--- src/rtl/core/gcpf_pkg.sv ---
// Shared types and constants of the collision grid pair finder.
package gcpf_pkg;

    localparam int GRID_DIM_DEF   = 16;
    localparam int CELL_SLOTS_DEF = 4;
    localparam int ID_BITS_DEF    = 16;

    localparam int INV_W   = 24;
    localparam int POS_W   = 32;
    localparam int OID_W   = 16;
    localparam int SLOT_W  = 14;
    localparam int CRD_W   = 4;
    localparam int OFS_W   = 2;
    localparam int PADDR_W = 3;
    localparam int PDATA_W = 32;

    localparam logic [INV_W-1:0] INV_RESET = 24'd65536;

    typedef enum logic [1:0] {
        REQ_INSERT = 2'd0,
        REQ_QUERY  = 2'd1,
        REQ_CLEAR  = 2'd2,
        REQ_NONE   = 2'd3
    } req_t;

    typedef enum logic [1:0] {
        ST_INSERTED = 2'd0,
        ST_FULL     = 2'd1,
        ST_PAIR     = 2'd2,
        ST_CLEARED  = 2'd3
    } status_t;

    localparam logic [PADDR_W-1:0] ADDR_INV_CELL_SIZE = 3'd0;

endpackage

--- src/rtl/core/gcpf_regs.sv ---
// Configuration register file on the APB-style port.
module gcpf_regs
(
    input  logic                          clk,
    input  logic                          rst_n,
    input  logic                          psel,
    input  logic                          penable,
    input  logic                          pwrite,
    input  logic [gcpf_pkg::PADDR_W-1:0]  paddr,
    input  logic [gcpf_pkg::PDATA_W-1:0]  pwdata,
    output logic [gcpf_pkg::PDATA_W-1:0]  prdata,
    output logic                          pready,
    output logic [gcpf_pkg::INV_W-1:0]    inv_cell_size
);
    import gcpf_pkg::*;

    logic [INV_W-1:0] inv_reg;

    always_ff @(posedge clk or negedge rst_n)
    begin
        if (!rst_n)
        begin
            inv_reg <= INV_RESET;
        end
        else if (psel && penable && pwrite && paddr == ADDR_INV_CELL_SIZE)
        begin
            inv_reg <= pwdata[INV_W-1:0];
        end
    end

    assign pready        = 1'b1;
    assign inv_cell_size = inv_reg;
    assign prdata        = (paddr == ADDR_INV_CELL_SIZE) ? PDATA_W'(inv_reg) : '0;

endmodule

--- config.mk ---
export PLATFORM = sky130hd
export DESIGN_NAME = gcpf_regs
export DESIGN_NICKNAME = d
export VERILOG_FILES = /design/src/rtl/core/gcpf_pkg.sv /design/src/rtl/core/gcpf_regs.sv
export SDC_FILE = /design/constraint.sdc
export NUM_CORES = 1
export LEC_CHECK = 0
export BUFFER_PORTS_ARGS = -buffer_cell sky130_fd_sc_hd__buf_4
export CAP_MARGIN = 20
export CORE_UTILIZATION = 35
export DETAILED_ROUTE_END_ITERATION = 10
export PLACE_DENSITY = 0.75
export SLEW_MARGIN = 25
export SYNTH_ARGS = -nofsm -noshare
export SYNTH_HDL_FRONTEND = slang
export SYNTH_SLANG_ARGS = --single-unit
--- constraint.sdc ---
create_clock -name clk -period 0.8 [get_ports clk]
set_input_delay 0.08 -clock clk [delete_from_list [all_inputs] [get_ports clk]]
set_output_delay 0.08 -clock clk [all_outputs]
set_load 0.01 [all_outputs]
# Yosys cells after proc, flatten, opt, wreduce, memory -nomap -nowiden
# Cells that the tools add are included.
# totals
ff_bits	24
input_bits	40
elab_cells	6
# classes
mux	1
reduce_logical	4
# ops
operator	count
24-bit two-way mux	1
1-bit logical AND	3
3-bit zero test	1

# Depth between registers and ports, before layout
# Gate-level depths: netlist of run 1.
# logic_depth
ltp_word	3
mapped_depth	5
depth_no_buf	3

# Worst setup path after synthesis of run 1
# No wires, ideal clock.
# synth_timing
path_kind	input port to flip-flop
from	input port paddr[1] in the netlist's numbering
to	register inv_reg[0] (netlist: inv_cell_size[0])
setup_ns	0.125
arrival_time_ns	1.129
t_required_ns	0.675
slack_ns	-0.454
cell_stages	5
n_path_buf	2
cell_sequence	nor3_2 -> and4_1 -> buf_6 -> buf_12 -> mux2_4
# synth_between
elab_chain_cells	2
# synth_lines
item	line	text
start: declaration	gcpf_regs.sv:9	input logic [gcpf_pkg::PADDR_W-1:0] paddr,
3-bit zero test	gcpf_regs.sv:25	else if (psel && penable && pwrite && paddr == ADDR_INV_CELL_SIZE)
1-bit logical AND	gcpf_regs.sv:25	
end signal: assignment	gcpf_regs.sv:27	inv_reg <= pwdata[INV_W-1:0];
end: declaration	gcpf_regs.sv:17	logic [INV_W-1:0] inv_reg;
# No other way between the ends.
# A chain may end at the register's enable or synchronous reset.

# Worst setup path in the final report of run 1
# layout_timing
from	register inv_reg[16] (netlist: inv_cell_size[16])
to	output port prdata[16] in the netlist's numbering
# layout_between
elab_chain_cells	1
# layout_lines
item	line	text
24-bit two-way mux	gcpf_regs.sv:33	assign prdata = (paddr == ADDR_INV_CELL_SIZE) ? PDATA_W'(inv_reg) : '0;
end: declaration	gcpf_regs.sv:11	output logic [gcpf_pkg::PDATA_W-1:0] prdata,
# No other way between the ends.

==> results of run 1 <==
-- synth_stat cells --
cell,instances
dfrtp_1,23
and2_2,4
buf_12,2
buf_6,1
clkbuf_1,2
dfstp_2,1
and4_1,1
and2_1,20
conb_1,2
mux2_2,4
mux2_4,20
nor3_2,1
buf_4,9
-- area by class of cell --
cell class / count / area [sq um] / share of cell area
tap: 46 / 57.56 / 0.02117
multi-input combinational: 59 / 581.8 / 0.2140
sequential: 24 / 601.8 / 0.2214
clock buffer: 4 / 26.28 / 0.009664
timing repair buffer: 139 / 1451 / 0.5338
-- power breakdown --
group          internal [mW]  switching [mW]
logic                   1.48           0.644
clock network          0.194           0.342
registers               1.46           0.212
-- worst max-delay path, delay by kind of cell, from the launching register on --
family / cells / cell delay (ps)
flops: 1 / 560
simple gates: 1 / 130
buf+inv: 1 / 90
-- final timing paths --
| path | start | endpoint | slack [ps] |
|---|---|---|---|
| min in group clk | psel | inv_cell_size[10] | 510 |
| max | inv_cell_size[16] | prdata[16] | -360 |
| max reg2reg | inv_cell_size[12] | inv_cell_size[12] | -200 |
| max in group asynchronous | rst_n | inv_cell_size[16] | 310 |
| min | rst_n | inv_cell_size[6] | 190 |
| min reg2reg | inv_cell_size[19] | inv_cell_size[19] | 580 |
-- stage by stage --
| step | hold slack [ps] | util | std cells | power [mW] |
|---|---|---|---|---|
| 3_5_place_dp | -7.339 | 0.5412 | 211 | 2.802 |
| 6_report | 189.6 | 0.8021 | 272 | 4.326 |
| 5_1_grt | 216.7 | 0.8021 | 272 | 4.541 |
| 2_1_floorplan | -215.6 | - | 97 | 2.185 |
| 3_3_place_gp | -8.777 | 0.5412 | 211 | 2.765 |
| 4_1_cts | 0.1191 | 0.7486 | 258 | 3.976 |
-- per-layer routing --
metal	wire, microns	vias to the layer above	global-route usage
met5	0	-	0
met4	112	0	0.1079
met3	211	10	0.04762
met2	2527	62	0.3902
met1	1589	584	0.2490
li1	-	548	-
-- kinds of logic after synthesis --
| kind of cell | count (synthesis) |
|---|---|
| other | 2 |
| AND/OR/NAND/NOR | 26 |
| buffers and inverters | 14 |
| multiplexers | 24 |
| flip-flops | 24 |
-- repair_timing --
action	CTS	global route
endpoints found under the setup margin	72	72
hold endpoints to repair	46	2
buffers inserted	18	12
hold buffers	23	2
resized for setup	67	16
cloned	2	0
pin swaps	2	1
==> results.py, run 1 <==
metrics = {
    "sta": {
        "tns_ps": -17650,
        "period_needed_ps": 1162,
        "setup_ws_ps": -361.7,
        "hold_viol": 0,
        "finalSetupViolCount": 72,
        "fmax_ghz": 0.8608,
        "fin_worst_skew_ps": 0,
        "rsz0062_at_grt": "true",
        "drv_slew": 0,
        "min_period_over_period": 1.452,
    },
    "synth": {
        "synth_fa_ha_area_frac": 0,
        "synth_cell_types": 13,
        "syn-cell-area_sq_um": 1255,
        "syn_area_per_cell_sq_um": 13.94,
        "synthMuxAreaShare": 0.2752,
        "synth_top_cell_by_area": "dfrtp_1",
        "yosys-top-cells-area": "dfrtp_1, mux2_4, and2_1",
        "synth_xor_area_frac": 0,
        "synth_cells": 90,
        "ys_ff_latch": 24,
        "synth_top_family_by_area": "multiplexers",
        "synth_top_area_frac": 0.4586,
        "synth_compound_area_frac": 0,
        "yosysWarnings": 0,
        "synth-simple-area-share": 0.1386,
        "synth_seq_area_share": 0.4796,
    },
    "placement": {
        "port_buffers": 79,
        "gp_congestion": 0.6603,
        "place_area_sq_um": 1834,
        "dp_hpwl_microns": 2080,
        "place_ws_ps": -569.0,
    },
    "status": {
        "run_status": "finished, violations left",
        "violations": "setup timing",
    },
    "critical_path": {
        "crit_type": "flip-flop to output pin",
        "cp_slowest_cell": "dfstp_2",
        "required_ps": 720,
        "cpPeakStageDelay_ps": 560,
        "start_kind": "flip-flop",
        "r2r_cells": 3,
        "worst-path-max-fanout": 3,
        "setup.worst_path.end_class": "output pin",
        "path_cells": "and2_4, buf_6",
        "arrival_ps": 1080,
    },
    "floorplan": {
        "die_w_microns": 61.88,
        "rows": 21,
        "io_pins": 97,
        "die_h_microns": 61.88,
        "start_util": 0.3702,
        "coreArea_sq_um": 3390,
        "dieArea_sq_um": 3829,
    },
    "routing": {
        "drt_iter0_drc": 32,
        "antenna_left": 0,
        "vias": 1204,
        "drtPass1Iterations": 4,
        "drcViolationCount": 0,
        "vias_per_cell": 4.426,
        "wl_per_cell_microns": 16.32,
        "drt_wl_total_microns": 4440,
    },
    "global_routing": {
        "overflow": 0,
        "antenna_found_initial": 0,
        "grt_pass1_vias": 1207,
        "grt_pass1_wl_microns": 5830,
        "grt_usage": 0.2195,
        "grt_max_degree": 25,
    },
    "final_layout": {
        "final_cell_mix": "buf_6, buf_4, dlygate4sd3_1",
        "drive_gt1_frac": 0.6637,
        "design_area_sq_um": 2719,
        "fillers": 183,
        "nNetsFinal": 267,
        "syn_to_final_growth_pct": 116.7,
        "largest_reg_flops": 24,
        "mostFrequentLayoutCell": "buf_6",
        "num_antenna_cells": 0,
    },
    "clock_network": {
        "h-tree-depth": 1,
        "clkTransAtPathRegs_ps": 130,
        "cts_buffers": 3,
        "clkSinkCount": 24,
        "cts_buffer_depth": 2,
        "cts_tree": "done",
        "clk-insertion-delay-late_ps": 300,
        "root_buffer": "clkbuf_4",
    },
    "power_and_ir_drop": {
        "peakVddDrop_mv": 1.047,
        "powerDensity_nw_per_um2": 1591,
        "p_leak_nw": 1.364,
    },
    "worst_hold_path": {
        "hp-class": "input port to async pin",
    },
    "run": {
        "cap_violations": 0,
    },
}
Note: power is estimated with default switching activity, not from simulation.
==> inputs of run 2 (changes only) <==
CTS_CLUSTER_DIAMETER = 120   (was default)
MAX_ROUTING_LAYER = met4   (was default)
==> run 2 against run 1 <==
The run still ends with setup timing left; sequential share of layout area is the same; sequential power is essentially flat; die area is the same; via count grew 0.33%; clock power grew 2%; hold slack gained 2.5 ps; utilization is the same; non-clock buffer count is the same; wire length grew 0.59%; clock-buffer cell count is the same; sequential cell count is the same; critical path type unchanged; critical endpoint unchanged.
==> results.py, run 2 (synthesized netlist as in run 1, its figures left out) <==
metrics = {
    "clock_network": {
        "cts_tree": "done",
        "cts_buffer_depth": 2,
        "cts_buffers": 3,
        "clkSinkCount": 24,
        "clkTransAtPathRegs_ps": 130,
        "h-tree-depth": 1,
        "clk-insertion-delay-late_ps": 300,
        "root_buffer": "clkbuf_4",
    },
    "sta": {
        "fin_worst_skew_ps": 0,
        "setup_ws_ps": -369.7,
        "min_period_over_period": 1.462,
        "hold_viol": 0,
        "holdWs_ps": 192.1,
        "period_needed_ps": 1170,
        "finalSetupViolCount": 72,
        "fmax_ghz": 0.8549,
        "drv_slew": 0,
        "rsz0062_at_grt": "true",
    },
    "critical_path": {
        "arrival_ps": 1090,
        "regToRegSetupSlack_ps": -200,
        "worst-path-max-fanout": 3,
        "required_ps": 720,
        "setup.worst_path.end_class": "output pin",
        "crit_type": "flip-flop to output pin",
        "start_kind": "flip-flop",
    },
    "power_and_ir_drop": {
        "p_leak_nw": 1.364,
        "p_switching_mw": 1.208,
        "p_int_mw": 3.130,
        "seq_power_share": 0.385,
        "clkPwrFrac": 0.126,
        "p_total_mw": 4.338,
        "peakVddDrop_mv": 1.047,
        "p_comb_frac": 0.489,
        "powerDensity_nw_per_um2": 1595,
        "sw_frac_of_total": 0.2785,
    },
    "global_routing": {
        "grt_pass1_wl_microns": 5830,
        "overflow": 0,
        "grt_usage": 0.2265,
        "grt_max_degree": 25,
        "antenna_found_initial": 0,
        "grt_pass1_vias": 1207,
    },
    "floorplan": {
        "start_util": 0.3702,
        "rows": 21,
        "coreArea_sq_um": 3390,
        "dieArea_sq_um": 3829,
        "die_w_microns": 61.88,
        "io_pins": 97,
        "die_h_microns": 61.88,
    },
    "final_layout": {
        "ff_latch_area_sq_um": 601.8,
        "num_antenna_cells": 0,
        "largest_reg_flops": 24,
        "drive_gt1_frac": 0.6637,
        "fillers": 183,
        "mostFrequentLayoutCell": "buf_6",
        "multi_input_area_sq_um": 581.8,
        "nNetsFinal": 267,
        "final_cell_mix": "buf_6, buf_4, dlygate4sd3_1",
        "syn_to_final_growth_pct": 116.7,
    },
    "run": {
        "cap_violations": 0,
    },
    "placement": {
        "gp_congestion": 0.6665,
        "dp_hpwl_microns": 2080,
        "port_buffers": 79,
    },
    "routing": {
        "drt_iter0_drc": 29,
        "drcViolationCount": 0,
        "drt_wl_total_microns": 4466,
        "wl_per_cell_microns": 16.42,
        "vias_per_cell": 4.441,
        "vias": 1208,
        "antenna_left": 0,
        "drtPass1Iterations": 2,
    },
    "status": {
        "violations": "setup timing",
        "run_status": "finished, violations left",
    },
    "worst_hold_path": {
        "hp-class": "input port to async pin",
    },
}
-- run 2: cell counts in the layout (fill, tap and decap cells not counted) --
No cell type changed its count.
-- run 2: metrics by stage --
step	cell area, sq um	util	setup slack, ps	instances	setup TNS, ps
2_1_floorplan	1287	-	-393.8	97	-8989
3_3_place_gp	1834	0.5412	-516.2	211	-14600
3_5_place_dp	1834	0.5412	-569.0	211	-17240
4_1_cts	2537	0.7486	-372.6	258	-16050
5_1_grt	2719	0.8021	-412.5	272	-19500
6_report	2719	0.8021	-369.7	272	-17660
-- run 2: cell type report --
cell class                 instances  area share
timing repair buffer             139      0.5338
tap                               46     0.02117
multi-input combinational         59      0.2140
clock buffer                       4    0.009664
sequential                        24      0.2214
-- run 2: path summary, 6_finish.rpt --
check / start / to / cells after the start
setup / recovery: inv_cell_size[16] / prdata[16] / 2
hold / removal: rst_n / inv_cell_size[6] / 2
setup reg to reg: inv_cell_size[12] / inv_cell_size[12] / 3
hold reg to reg: inv_cell_size[19] / inv_cell_size[19] / 1
max in group asynchronous: rst_n / inv_cell_size[16] / 2
min in group clk: psel / inv_cell_size[10] / 5
-- run 2: per-layer routing --
metal  vias up  track usage  routed length (microns)
li1        549            -                        -
met1       587       0.2569                     1635
met2        62       0.3902                     2552
met3        10      0.03520                      167
met4         0       0.1079                      110
met5         -            -                        0
-- run 2: critical path: stages, from the launching register on --
cell     delay, ps
dfstp_2        560
and2_4         130
buf_6           90
-- run 2: repair_timing --
item / CTS / global route
endpoints found under the setup margin: 72 / 72
endpoints found under the hold margin: 46 / 2
setup buffers: 18 / 12
pin swaps: 2 / 1
cloned: 2 / 0
resized for setup: 67 / 16
hold buffers: 23 / 2
-- run 2: power groups by stage --
stage	clock network, mW	logic (mW)	registers (mW)
final	0.546	2.12	1.67
after global routing	0.598	2.25	1.69
after CTS	0.540	1.78	1.65
after detailed placement	0	1.14	1.66
after global placement	0	1.12	1.65
after floorplan	0	0.445	1.74
